===== src/rtl/hash_table_double_rehash_assert.svh =====
// assertion macros for the hash table rehash block
`ifndef HASH_TABLE_DOUBLE_REHASH_ASSERT_SVH
`define HASH_TABLE_DOUBLE_REHASH_ASSERT_SVH

// same-cycle implication, checked outside reset
`define HTDR_ASSERT_NOW(label, ante, cons, msg) \
	label: assert property (@(posedge clk) disable iff (!arst_n) (ante) |-> (cons)) \
		else $error(msg);

// next-cycle implication, checked outside reset
`define HTDR_ASSERT_NEXT(label, ante, cons, msg) \
	label: assert property (@(posedge clk) disable iff (!arst_n) (ante) |=> (cons)) \
		else $error(msg);

`endif


===== src/rtl/htdr_pkg.sv =====
// shared constants and types for the hash table rehash block
package htdr_pkg;

	// table geometry
	localparam int OLD_DEPTH = 256;
	localparam int OLD_AW    = $clog2(OLD_DEPTH);
	localparam int NEW_DEPTH = 2 * OLD_DEPTH;
	localparam int NEW_AW    = OLD_AW + 1;
	localparam int CNT_W     = OLD_AW + 1;

	// field widths
	localparam int KEY_W  = 31;
	localparam int SLOT_W = 9;
	localparam int SIZE_W = 9;
	localparam int OP_W   = 2;
	localparam int MOD_CW = $clog2(KEY_W + 1);

	// hash mix constant
	localparam logic [KEY_W-1:0] HASH_XOR = KEY_W'(2);

	// command codes
	localparam logic [OP_W-1:0] OP_WRITE  = 2'd0;
	localparam logic [OP_W-1:0] OP_REHASH = 2'd1;
	localparam logic [OP_W-1:0] OP_READ   = 2'd2;

	// remainder unit request and response
	typedef struct packed {
		logic              start;
		logic [KEY_W-1:0]  dividend;
		logic [NEW_AW:0]   divisor;
	} mod_req_t;

	typedef struct packed {
		logic              done;
		logic [NEW_AW-1:0] rem;
	} mod_rsp_t;

endpackage


===== src/rtl/htdr_mod.sv =====
// bit-serial remainder unit: hash value modulo the new table size
module htdr_mod (
	input  logic              clk,
	input  logic              arst_n,
	input  htdr_pkg::mod_req_t req,
	output htdr_pkg::mod_rsp_t rsp
);

	logic [htdr_pkg::KEY_W-1:0]  div_q;
	logic [htdr_pkg::NEW_AW:0]   dvs_q;
	logic [htdr_pkg::NEW_AW-1:0] rem_q;
	logic [htdr_pkg::MOD_CW-1:0] cnt_q;
	logic                        busy_q;
	logic                        done_q;
	logic [htdr_pkg::NEW_AW:0]   trial;
	logic [htdr_pkg::NEW_AW-1:0] rem_nxt;

	// one restoring step: bring down the next dividend bit
	always_comb begin
		trial = {rem_q, div_q[htdr_pkg::KEY_W-1]};
		if (trial >= dvs_q) begin
			rem_nxt = htdr_pkg::NEW_AW'(trial - dvs_q);
		end else begin
			rem_nxt = trial[htdr_pkg::NEW_AW-1:0];
		end
	end

	// control
	always_ff @(posedge clk or negedge arst_n) begin
		if (!arst_n) begin
			busy_q <= 1'b0;
			done_q <= 1'b0;
			cnt_q  <= '0;
		end else begin
			done_q <= 1'b0;
			if (req.start) begin
				busy_q <= 1'b1;
				cnt_q  <= htdr_pkg::MOD_CW'(htdr_pkg::KEY_W);
			end else if (busy_q) begin
				cnt_q <= cnt_q - 1'b1;
				if (cnt_q == htdr_pkg::MOD_CW'(1)) begin
					busy_q <= 1'b0;
					done_q <= 1'b1;
				end
			end
		end
	end

	// datapath
	always_ff @(posedge clk) begin
		if (req.start) begin
			div_q <= req.dividend;
			dvs_q <= req.divisor;
			rem_q <= '0;
		end else if (busy_q) begin
			div_q <= {div_q[htdr_pkg::KEY_W-2:0], 1'b0};
			rem_q <= rem_nxt;
		end
	end

	assign rsp.done = done_q;
	assign rsp.rem  = rem_q;

endmodule


===== config.mk =====
export PLATFORM = sky130hd
export DESIGN_NAME = htdr_mod
export DESIGN_NICKNAME = d
export VERILOG_FILES = /design/src/rtl/hash_table_double_rehash_assert.svh /design/src/rtl/htdr_pkg.sv /design/src/rtl/htdr_mod.sv
export SDC_FILE = /design/constraint.sdc
export NUM_CORES = 1
export LEC_CHECK = 0
export BUFFER_PORTS_ARGS = -buffer_cell sky130_fd_sc_hd__buf_2
export CAP_MARGIN = 5
export CORE_ASPECT_RATIO = 1.25
export CORE_MARGIN = 5
export CORE_UTILIZATION = 30
export DETAILED_ROUTE_END_ITERATION = 12
export PLACE_DENSITY = 0.57
export SYNTH_ARGS = -nofsm -noshare
export SYNTH_HDL_FRONTEND = slang
export SYNTH_SLANG_ARGS = --single-unit

===== constraint.sdc =====
create_clock -name clk -period 2.86 [get_ports clk]
set_input_delay 0.429 -clock clk [delete_from_list [all_inputs] [get_ports clk]]
set_output_delay 0.429 -clock clk [all_outputs]
set_load 0.005 [all_outputs]

-- Yosys cells after proc, flatten, opt, wreduce, memory -nomap -nowiden
Cells that the tools add are included.
- register bits after elaboration: 57
- bits in latches: 0
- bits in writable memories: 0
- memory bits (read-only): 0
- input port bits: 44
- output and inout bits: 10
- word-level logic and storage cells: 22
- memories: 0
- add/subtract/negate cells: 2
- $mul: 0
- divide/modulo/power cells: 0
- magnitude comparators: 1
- eq/ne operators: 1
- shifts and indexed selects: 0
- multiplexer cells: 11
- bitwise gates (word level): 0
- reductions and logical operators: 1
- operators with widths (cell ; number):
    31-bit 2-to-1 mux ; 2
    10-bit greater-or-equal comparator ; 1
    5-bit 2-to-1 mux ; 2
    9-bit 2-to-1 mux ; 1
    9-bit subtractor ; 1
    1-bit 2-to-1 mux ; 6
    5-bit by 1-bit equality test with 1-bit output (second input constant) ; 1
    5-bit by 1-bit subtractor with 5-bit output (second input constant) ; 1
    2-bit nonzero test ; 1

-- Longest topological paths before layout
Gate-level depths: netlist (run 1).
- depth in word-level cells: 4
- depth in mapped cells: 11
- mapped depth without buffers: 10

-- Worst setup path before layout (run 1)
Ideal clock, no wire load.
- path kind: flip-flop to flip-flop
- start: reg div_q[30] in the netlist's numbering
- end: reg rem_q[1] in the netlist's numbering
- setup time: 0.127 ns
- data arrival time: 1.944 ns
- required time: 2.733 ns
- slack: 0.790 ns
- stages on the path, launching flop included: 11
- path buffers: 1
- period minus slack after synthesis: 2.070 ns
- cell sequence: edfxtp_1 > inv_1 > ha_1 > inv_1 > fa_1 > nand3_1 > a311oi_1 > a311oi_2 > buf_6 > mux2i_1 > o21ai_1
- word-level cells in the longest chain between the ends: 2
- elaborated cells on any way between the ends: 3
- those cells by class: add/sub: 1; order compare: 1; mux: 1
- ends and longest elaborated chain (element ; line ; RTL):
    start, declared ; htdr_mod.sv:9 ; logic [htdr_pkg::KEY_W-1:0] div_q;
    start signal, assigned ; htdr_mod.sv:52 ; div_q <= req.dividend;
    start signal, assigned ; htdr_mod.sv:56 ; div_q <= {div_q[htdr_pkg::KEY_W-2:0], 1'b0};
    9-bit subtractor or 10-bit greater-or-equal comparator (tied branches) ; htdr_mod.sv:22, htdr_mod.sv:21 ;
    9-bit 2-to-1 mux * ; htdr_mod.sv:21 ; if (trial >= dvs_q) begin
    end signal, assigned ; htdr_mod.sv:57 ; rem_q <= rem_nxt;
    end, declared ; htdr_mod.sv:11 ; logic [htdr_pkg::NEW_AW-1:0] rem_q;
Mark *: on every way between the ends. The rest lies on a longest branch, timed or not.
A chain may end at the register's enable or synchronous reset.

-- Worst setup path in the final report (run 1)
- start: reg div_q[30] in the netlist's numbering
- end: reg rem_q[8] in the netlist's numbering
The elaborated chain is that of the path after synthesis.

==> results.json, run 1 <==
{
  "required_ns": 3.05,
  "cts_resized": 0,
  "gr-total-overflow": 0,
  "slowest_stage": "fa_1",
  "drtAntennaViolNets": 0,
  "area_growth_pct": 25.6,
  "drtIter0Drc": 109,
  "synth.distinct_cells": 40,
  "yosys_warnings": 0,
  "cts_buffers": 9,
  "dp_hpwl_mm": 3.83,
  "criticalPathCategory": "flip-flop to flip-flop",
  "synth_edf_count": 41,
  "drc": 0,
  "status": "completed",
  "grt_setup_unrepaired": "false",
  "cts.clk_slew.worst_paths_ns": 0.05,
  "ctsHoldBuffers": 1,
  "post-cts-setup-buffers": 0,
  "slew_headroom_pct": 62.3,
  "route.vias.total": 1791,
  "tritoncts": "built",
  "grt_pass1_wl_mm": 8.87,
  "path_cells": "inv_1 -> ha_1 -> inv_1 -> fa_1 -> nand3_1 -> a311oi_1 -> a311oi_2 -> buf_4 -> inv_1 -> mux2i_1 -> o21ai_0",
  "fp.dieW_um": 95.4,
  "place_congestion": 0.786,
  "cap_violations": 0,
  "clock.fmax_mhz": 456,
  "syn-mean-instance-area_um2": 13.2,
  "setup_violations": 0,
  "syn-cell-area_um2": 2740,
  "finalSetupTns_ns": 0,
  "pre_cts_slack_ns": 0.702,
  "ys_seq_area_share_pct": 58.0,
  "cp_max_fo": 6,
  "power_mw": 2.17,
  "fin_nets": 327,
  "tightest_slew_ns": 0.566,
  "grt_max_degree": 50,
  "synthesis.nets": 265,
  "antenna_found_initial": 0,
  "h-tree-depth": 3,
  "coreArea_um2": 9030,
  "yosys_most_used_dff": "edfxtp_1",
  "clock_latency_ns": 0.32,
  "dieArea_um2": 11100,
  "rows": 39,
  "routed_wl_mm": 5.42,
  "fin_ws_ns": 0.665,
  "slowest_delay_ns": 0.41,
  "irDropWorstVdd_v": 0.000364,
  "cp.arrival_ns": 2.39,
  "grt_pass1_vias": 1865,
  "hold_path_class": "input port to flip-flop",
  "grt_use_total_pct": 10.9,
  "endpoint_kind": "flip-flop",
  "synthArstFlopShare_pct": 12.3,
  "port_buffers": 53,
  "pin_count": 54,
  "first_pass_iters": 4,
  "cts.sinks": 57,
  "p_leak_nw": 1.45,
  "min_period_ns": 2.20,
  "final_hold_viol_count": 0,
  "synth_seq_cells": 57,
  "critPathMostFrequentCell": "inv_1",
  "powerDensity_nw_per_um2": 631,
  "drive_above_1_share_pct": 38.9,
  "dieHeight_um": 117,
  "avgRoutedWirePerCell_um": 13.6,
  "n_antenna_cell": 0,
  "cts-root-buf": "clkbuf_16",
  "crit_path_start_kind": "flip-flop",
  "synthCells": 208,
  "fin_crit_sh_pct": 76.8,
  "clk_path_buf_depth": 2,
  "routed_via_density": 4.50,
  "finClkSkew_ns": 0.00557,
  "finalMaxSlewViolations": 0,
  "start_util_pct": 30.3
}
## state kept, by name, summed over array words and instances, names as in the netlist
signal and count:
div_q 31, rem_q 9, cnt_q 5, done_q 1, dvs_q 10, busy_q 1
## cells by family after synthesis
kind of cell / synth area share [%]
AOI/OAI and AO/OA: 8.83
xor gates and xnor gates: 2.88
adders and majority gates: 6.22
buffers and inverters: 3.61
DFF: 58.0
muxes: 13.4
and+or+nand+nor: 7.04
## Yosys cell counts, types with 2 or more instances
library cell	count	area, um^2
edfxtp_1	41	1230
mux2_2	30	338
inv_1	15	56.3
nand2_1	13	48.8
ha_1	12	150
o21ai_0	10	50.1
dfxtp_1	9	180
nand2b_1	9	56.3
a21oi_1	7	35.0
dfrtp_1	7	175
nor2_1	5	18.8
xnor2_1	5	43.8
xor2_1	4	35.0
a21o_1	3	22.5
clkbuf_1	3	11.3
mux2i_1	3	30.0
nand3_1	3	15.0
a211oi_1	2	15.0
a32oi_1	2	17.5
buf_1	2	7.51
nand4_1	2	12.5
nor3_1	2	10.0
o21ai_1	2	10.0
## worst max-delay path: cells and delay by family (launching register included)
family / cells / cell delay (ns)
muxes: 1 / 0.15
adders and majority gates: 2 / 0.56
DFF: 1 / 0.38
AOI/OAI and AO/OA: 3 / 0.47
and+or+nand+nor: 1 / 0.09
buffers and inverters: 4 / 0.41
## final timing paths
kind                                          to  depth (start not counted)  slack, ns                  start
max reg2reg                rem_q[8]$_SDFFE_PP0P_                         11       0.66    div_q[30]$_DFFE_PP_
min in group asynchronous   cnt_q[3]$_DFFE_PN0P_                          2       0.49                 arst_n
max in group asynchronous   cnt_q[4]$_DFFE_PN0P_                          2       2.21                 arst_n
min                           dvs_q[6]$_DFFE_PP_                          1       0.28                 req[6]
max                        rem_q[8]$_SDFFE_PP0P_                         11       0.66    div_q[30]$_DFFE_PP_
min reg2reg                rem_q[8]$_SDFFE_PP0P_                          2       0.48  rem_q[8]$_SDFFE_PP0P_
## per-stage QoR
stage                     area [um^2]  hold WS, ns  util [%]  std cells
after detailed placement         3150        0.278      34.9        381
after floorplan                  2740        0.133         -        208
after CTS                        3440        0.263      38.1        398
after global routing             3440        0.257      38.1        398
after global placement           3150        0.276      34.9        381
final                            3440        0.281      38.1        398
## layer usage
metal | vias up | GRT usage [%] | wire (um)
met5 | - | 0 | 0
met4 | 0 | 6.26 | 117
met3 | 7 | 4.92 | 360
met2 | 43 | 17.9 | 2780
met1 | 857 | 11.4 | 2160
li1 | 884 | - | -
## power breakdown
part	switching (mW)	internal (mW)	leakage [nW]	total, mW
Clock	0.344	0.627	0.139	0.971
Sequential	0.0257	0.961	0.571	0.987
Combinational	0.0996	0.110	0.736	0.210
Total	0.469	1.70	1.45	2.17
## placed cells by master, fill, tap and decap left out, types with 2 or more instances in the layout
master	instances
a211oi_1	2
a21o_1	3
a21oi_1	7
a32oi_1	2
buf_2	53
buf_4	5
clkbuf_1	2
clkbuf_16	9
clkbuf_8	2
clkinv_2	3
dfrtp_1	7
dfxtp_1	9
edfxtp_1	41
ha_1	12
inv_1	15
mux2_2	30
mux2i_1	3
nand2_1	13
nand2b_1	9
nand3_1	3
nand4_1	2
nor2_1	5
nor3_1	2
o21ai_0	10
o21ai_1	2
xnor2_1	5
xor2_1	4
## layout make-up
class | count | area (um^2)
flip-flops and latches | 57 | 1590
clock inverters | 3 | 15.0
well taps | 123 | 154
inverters | 15 | 56.3
multi-input cells | 128 | 1050
repair buffers | 59 | 313
fillers | 900 | 5590
clock buffers | 13 | 260
No activity file was read; power rests on OpenSTA's default activity.
==> run 2: changes to the inputs <==
--- a/config.mk
+++ b/config.mk
@@ -11,7 +11,7 @@
 export CORE_MARGIN = 5
 export CORE_UTILIZATION = 30
 export DETAILED_ROUTE_END_ITERATION = 12
-export PLACE_DENSITY = 0.57
+export PLACE_DENSITY = 0.58
 export SYNTH_ARGS = -nofsm -noshare
 export SYNTH_HDL_FRONTEND = slang
 export SYNTH_SLANG_ARGS = --single-unit
==> constraint.sdc (replaced) <==
create_clock -name clk -period 1.9 [get_ports clk]
set_input_delay 0.285 -clock clk [delete_from_list [all_inputs] [get_ports clk]]
set_output_delay 0.285 -clock clk [all_outputs]
set_load 0.005 [all_outputs]
==> run 2 against run 1 <==
Hold slack worse by 0.14 ns. Cell count is 3.8% higher. Routed wire length is 1.1% lower. Global-route usage is 0.47 points lower. Critical path depth is 1 lower. Combinational power is 78% higher. Critical path type unchanged. Sequential power is 50% higher. The run now ends with setup timing left. Final area is 4.7% higher. Via count is 3.0% higher. Register-to-register slack worse by 0.84 ns. Count of clock-buffer cells in the layout is 2 lower. Largest cell class unchanged. Clock power is 41% higher.
==> results.json, run 2 (synthesized netlist as in run 1, its figures left out) <==
{
  "route.vias.total": 1844,
  "cp_max_fo": 7,
  "dieHeight_um": 117,
  "final_hold_viol_count": 0,
  "fin_crit_sh_pct": 109,
  "first_pass_iters": 4,
  "grt_use_total_pct": 10.4,
  "drive_above_1_share_pct": 45.5,
  "grt_max_degree": 50,
  "grt_pass1_wl_mm": 8.80,
  "area_growth_pct": 31.5,
  "endpoint_kind": "flip-flop",
  "routed_via_density": 4.46,
  "tritoncts": "built",
  "fin_ws_ns": -0.178,
  "clock.fmax_mhz": 481,
  "port_buffers": 53,
  "clock_latency_ns": 0.32,
  "required_ns": 2.09,
  "fp.dieW_um": 95.4,
  "criticalPathCategory": "flip-flop to flip-flop",
  "grt_pass1_vias": 1931,
  "cts.clk_slew.worst_paths_ns": 0.05,
  "cts_buffers": 9,
  "dp_hpwl_mm": 3.86,
  "setup_violations": 9,
  "final_cell_mix": "buf_2, edfxtp_1, mux2_2",
  "r2r_cells": 10,
  "tightest_slew_ns": 0.746,
  "power_mw": 3.23,
  "largest_reg_flops": 31,
  "largest-register": "div_q",
  "r2r_setup_slack_ns": -0.18,
  "dieArea_um2": 11100,
  "drc": 0,
  "cts-root-buf": "clkbuf_16",
  "violations": "setup timing",
  "drtIter0Drc": 95,
  "finalMaxSlewViolations": 0,
  "start_util_pct": 30.3,
  "powerDensity_nw_per_um2": 897,
  "routed_wl_mm": 5.36,
  "final_common_cell": "buf_2",
  "antenna_found_initial": 0,
  "place_congestion": 0.828,
  "status": "complete, but fails checks",
  "min_from": "req[6]",
  "coreArea_um2": 9030,
  "avgRoutedWirePerCell_um": 13.0,
  "reg2reg_from": "div_q[30]$_DFFE_PP_",
  "cts.sinks": 57,
  "crit_path_start_kind": "flip-flop",
  "n_antenna_cell": 0,
  "finalSetupTns_ns": -0.983,
  "r2r_end": "rem_q[1]$_SDFFE_PP0P_",
  "fin_nets": 342,
  "rows": 39,
  "cap_violations": 0,
  "clk_path_buf_depth": 2,
  "gr-total-overflow": 0,
  "slew_headroom_pct": 50.1,
  "p_leak_nw": 1.52,
  "h-tree-depth": 3,
  "irDropWorstVdd_v": 0.000554,
  "pin_count": 54,
  "drtAntennaViolNets": 0,
  "grt_setup_unrepaired": "true",
  "hold_slack_ns": 0.139,
  "whs_path_depth": 1,
  "finClkSkew_ns": 0.00495,
  "reg.largest.list": "div_q: 31 flops, dvs_q: 10 flops, rem_q: 9 flops",
  "cp.arrival_ns": 2.27,
  "hold_path_class": "input port to flip-flop",
  "num-fill-cells": 885,
  "hold-path-endpoint": "dvs_q[6]$_DFFE_PP_",
  "min_period_ns": 2.08
}
run 2: area by class of cell:
type                    instances  area, um^2  area share, %
well taps                     123         154           4.28
inverters                      15        56.3           1.57
flip-flops and latches         57        1590           44.1
multi-input cells             128        1090           30.4
repair buffers                 74         450           12.5
clock buffers                  11         233           6.47
clock inverters                 5        22.5          0.626
run 2: metrics by stage:
stage | worst slack [ns] | utilization [%] | instances | cell area (um^2)
2_1_floorplan | -0.0561 | - | 208 | 2740
3_3_place_gp | -0.0993 | 36.1 | 392 | 3260
3_5_place_dp | -0.169 | 36.1 | 392 | 3260
4_1_cts | -0.168 | 39.3 | 410 | 3550
5_1_grt | -0.323 | 39.8 | 413 | 3600
6_report | -0.178 | 39.8 | 413 | 3600
run 2: report_power, final:
| group | switching, mW | internal, mW | total, mW |
|---|---|---|---|
| sequential | 0.0337 | 1.45 | 1.48 |
| combinational | 0.170 | 0.205 | 0.374 |
| clock | 0.508 | 0.863 | 1.37 |
| total | 0.711 | 2.51 | 3.23 |
run 2: worst max-delay path: stages, from the launching register on:
cell and delay, ns:
edfxtp_1 0.38, inv_1 0.07, ha_2 0.17, inv_2 0.04, fa_2 0.36, nand3_2 0.08
a311oi_2 0.09, a311oi_2 0.27, buf_4 0.23, mux2i_1 0.20, o21ai_1 0.07
run 2: how the worst max path moves through the flow:
stage | start | end | slack [ns] | depth (start not counted)
global placement | div_q[30]$_DFFE_PP_ | rem_q[1]$_SDFFE_PP0P_ | -0.1 | 10
detailed placement | div_q[30]$_DFFE_PP_ | rem_q[3]$_SDFFE_PP0P_ | -0.17 | 11
CTS | div_q[30]$_DFFE_PP_ | rem_q[1]$_SDFFE_PP0P_ | -0.17 | 10
floorplan | div_q[30]$_DFFE_PP_ | rem_q[1]$_SDFFE_PP0P_ | -0.06 | 10
finish | div_q[30]$_DFFE_PP_ | rem_q[1]$_SDFFE_PP0P_ | -0.18 | 10
global route | div_q[30]$_DFFE_PP_ | rem_q[1]$_SDFFE_PP0P_ | -0.32 | 10
run 2: metal layers:
| layer | part of all wire, % | vias up | track usage [%] |
|---|---|---|---|
| li1 | - | 919 | - |
| met5 | 0 | - | 0 |
| met4 | 3.6 | 0 | 6.36 |
| met2 | 49 | 46 | 16.8 |
| met3 | 6.9 | 11 | 4.16 |
| met1 | 41 | 868 | 11.4 |
run 2: timing repair:
item	CTS	global route
hold buffers	1	0
gates resized for setup	4	10
pin swaps	1	2
setup buffers	1	4
setup endpoints to repair	9	9
endpoints found under the hold margin	7	0
==> run 3: changes to the inputs <==
--- a/config.mk
+++ b/config.mk
@@ -7,11 +7,13 @@
 export LEC_CHECK = 0
 export BUFFER_PORTS_ARGS = -buffer_cell sky130_fd_sc_hd__buf_2
 export CAP_MARGIN = 5
+export CELL_PAD_IN_SITES_DETAIL_PLACEMENT = 1
+export CELL_PAD_IN_SITES_GLOBAL_PLACEMENT = 2
 export CORE_ASPECT_RATIO = 1.25
 export CORE_MARGIN = 5
 export CORE_UTILIZATION = 30
 export DETAILED_ROUTE_END_ITERATION = 12
-export PLACE_DENSITY = 0.58
+export PLACE_DENSITY = 0.77
 export SYNTH_ARGS = -nofsm -noshare
 export SYNTH_HDL_FRONTEND = slang
 export SYNTH_SLANG_ARGS = --single-unit
==> run 3 against run 2 <==
The flow still finishes with violations (setup timing). Hold slack got worse by 0.0016 ns. Core utilization increased by 0.94 points. Worst setup slack worse by 0.081 ns. Routed wire length is 13% higher. First-iteration DRC count fell by 40%. Flip-flop and latch count is the same. Sequential share of layout area decreased by 1.0 points. Register-to-register slack worse by 0.08 ns. Count of clock-buffer cells in the layout grew 4. Clock skew rose by 0.0051 ns. Critical endpoint is now rem_q[4]$_SDFFE_PP0P_. Largest cell class unchanged.
==> results.json, run 3 (synthesized netlist as in run 1, its figures left out) <==
{
  "crit_path_start_kind": "flip-flop",
  "grt_pass1_wl_mm": 9.92,
  "area_growth_pct": 34.6,
  "finClkSkew_ns": 0.0100,
  "antenna_found_initial": 0,
  "drtIter0Drc": 57,
  "fin_nets": 345,
  "cap_violations": 0,
  "largest-register": "div_q",
  "final_cell_mix": "buf_2, edfxtp_1, mux2_2",
  "r2r_cells": 11,
  "coreArea_um2": 9030,
  "routed_via_density": 4.51,
  "place_inst": 395,
  "cts.sinks": 57,
  "grt_use_total_pct": 12.0,
  "irDropWorstVdd_v": 0.000427,
  "slew_headroom_pct": 66.0,
  "violations": "setup timing",
  "place_congestion": 0.772,
  "endpoint_kind": "flip-flop",
  "clock.fmax_mhz": 463,
  "setup_violations": 9,
  "fin_ws_ns": -0.259,
  "seq_area_um2": 1590,
  "port_buffers": 53,
  "dieArea_um2": 11100,
  "hold_path_class": "input port to flip-flop",
  "final_hold_viol_count": 0,
  "multi_input_area_um2": 1090,
  "drtAntennaViolNets": 0,
  "fin_crit_sh_pct": 114,
  "clock_latency_ns": 0.32,
  "tritoncts": "built",
  "grt_max_degree": 31,
  "tightest_slew_ns": 0.510,
  "fp.dieW_um": 95.4,
  "required_ns": 2.08,
  "drc": 0,
  "dieHeight_um": 117,
  "dp_hpwl_mm": 4.35,
  "rows": 39,
  "finalMaxSlewViolations": 0,
  "largest_reg_flops": 31,
  "cts_buffers": 9,
  "avgRoutedWirePerCell_um": 14.5,
  "powerDensity_nw_per_um2": 949,
  "n_antenna_cell": 0,
  "cp.arrival_ns": 2.34,
  "num-fill-cells": 977,
  "status": "complete, but fails checks",
  "p_leak_nw": 1.58,
  "routed_wl_mm": 6.03,
  "start_util_pct": 30.3,
  "cp_max_fo": 5,
  "final_common_cell": "buf_2",
  "first_pass_iters": 3,
  "reg.largest.list": "div_q: 31 flops, dvs_q: 10 flops, rem_q: 9 flops",
  "pin_count": 54,
  "route.vias.total": 1875,
  "finalSetupTns_ns": -1.80,
  "grt_pass1_vias": 2085,
  "grt_setup_unrepaired": "true",
  "min_period_ns": 2.16,
  "criticalPathCategory": "flip-flop to flip-flop",
  "clk_path_buf_depth": 2,
  "cts.clk_slew.worst_paths_ns": 0.05,
  "cts-root-buf": "clkbuf_16",
  "gr-total-overflow": 0,
  "instances_no_fill": 416,
  "whs_path_depth": 1,
  "drive_above_1_share_pct": 46.1,
  "h-tree-depth": 3
}
==> run 3: cell type report <==
| type | instances | area share [%] |
|---|---|---|
| Sequential cell | 57 | 43.1 |
| Multi-Input combinational cell | 128 | 29.7 |
| Timing Repair Buffer | 77 | 12.9 |
| Clock buffer | 15 | 8.39 |
| Tap cell | 123 | 4.18 |
| Inverter | 15 | 1.53 |
| Clock inverter | 1 | 0.136 |
==> run 3: per-stage QoR <==
| stage | power, mW | setup slack, ns | hold WS [ns] | utilization (%) | cell area, um^2 |
|---|---|---|---|---|---|
| detailed placement | 1.87 | -0.245 | 0.136 | 36.4 | 3280 |
| finish | 3.50 | -0.259 | 0.138 | 40.8 | 3680 |
| global route | 3.67 | -0.405 | 0.115 | 40.8 | 3680 |
| CTS | 3.55 | -0.186 | 0.119 | 40.4 | 3650 |
| global placement | 1.86 | -0.162 | 0.135 | 36.4 | 3280 |
| floorplan | 1.71 | -0.0561 | -0.0106 | - | 2740 |
==> run 3: routing by layer <==
| metal | routed length, um | GRT usage [%] | up-vias | share of wire [%] |
|---|---|---|---|---|
| met2 | 3130 | 20.3 | 35 | 52 |
| li1 | - | - | 917 | - |
| met3 | 350 | 4.60 | 10 | 5.8 |
| met5 | 0 | 0 | - | 0 |
| met4 | 121 | 6.26 | 0 | 2.0 |
| met1 | 2430 | 12.9 | 913 | 40 |
==> run 3: worst max-delay path: stages (launching register included) <==
cell and delay [ns]:
edfxtp_1 0.38, inv_1 0.08, ha_2 0.17, inv_2 0.04
fa_2 0.36, nand3_2 0.08, a311oi_2 0.09, a311oi_2 0.30
buf_4 0.22, buf_4 0.13, buf_6 0.09, o311ai_4 0.08
==> run 3: power by group <==
group          internal [mW]  leakage, nW  switching [mW]
sequential              1.45        0.571          0.0338
clock                   1.10        0.157           0.531
combinational          0.207        0.850           0.177
==> run 3: worst paths after layout <==
path / startpoint / to / slack [ns]
setup reg to reg: div_q[30]$_DFFE_PP_ / rem_q[4]$_SDFFE_PP0P_ / -0.26
hold reg to reg: rem_q[8]$_SDFFE_PP0P_ / rem_q[8]$_SDFFE_PP0P_ / 0.49
setup / recovery: div_q[30]$_DFFE_PP_ / rem_q[4]$_SDFFE_PP0P_ / -0.26
hold / removal: req[6] / dvs_q[6]$_DFFE_PP_ / 0.14
min in group asynchronous: arst_n / cnt_q[1]$_DFFE_PN0P_ / 0.35
max in group asynchronous: arst_n / done_q$_DFF_PN0_ / 1.39
==> run 3: what timing repair did <==
item,CTS,global route
gates resized for setup,5,10
setup buffers,3,2
cloned,1,0
pin swaps,0,2
endpoints found under the hold margin,7,0
hold buffers,1,0
endpoints found under the setup margin,9,9
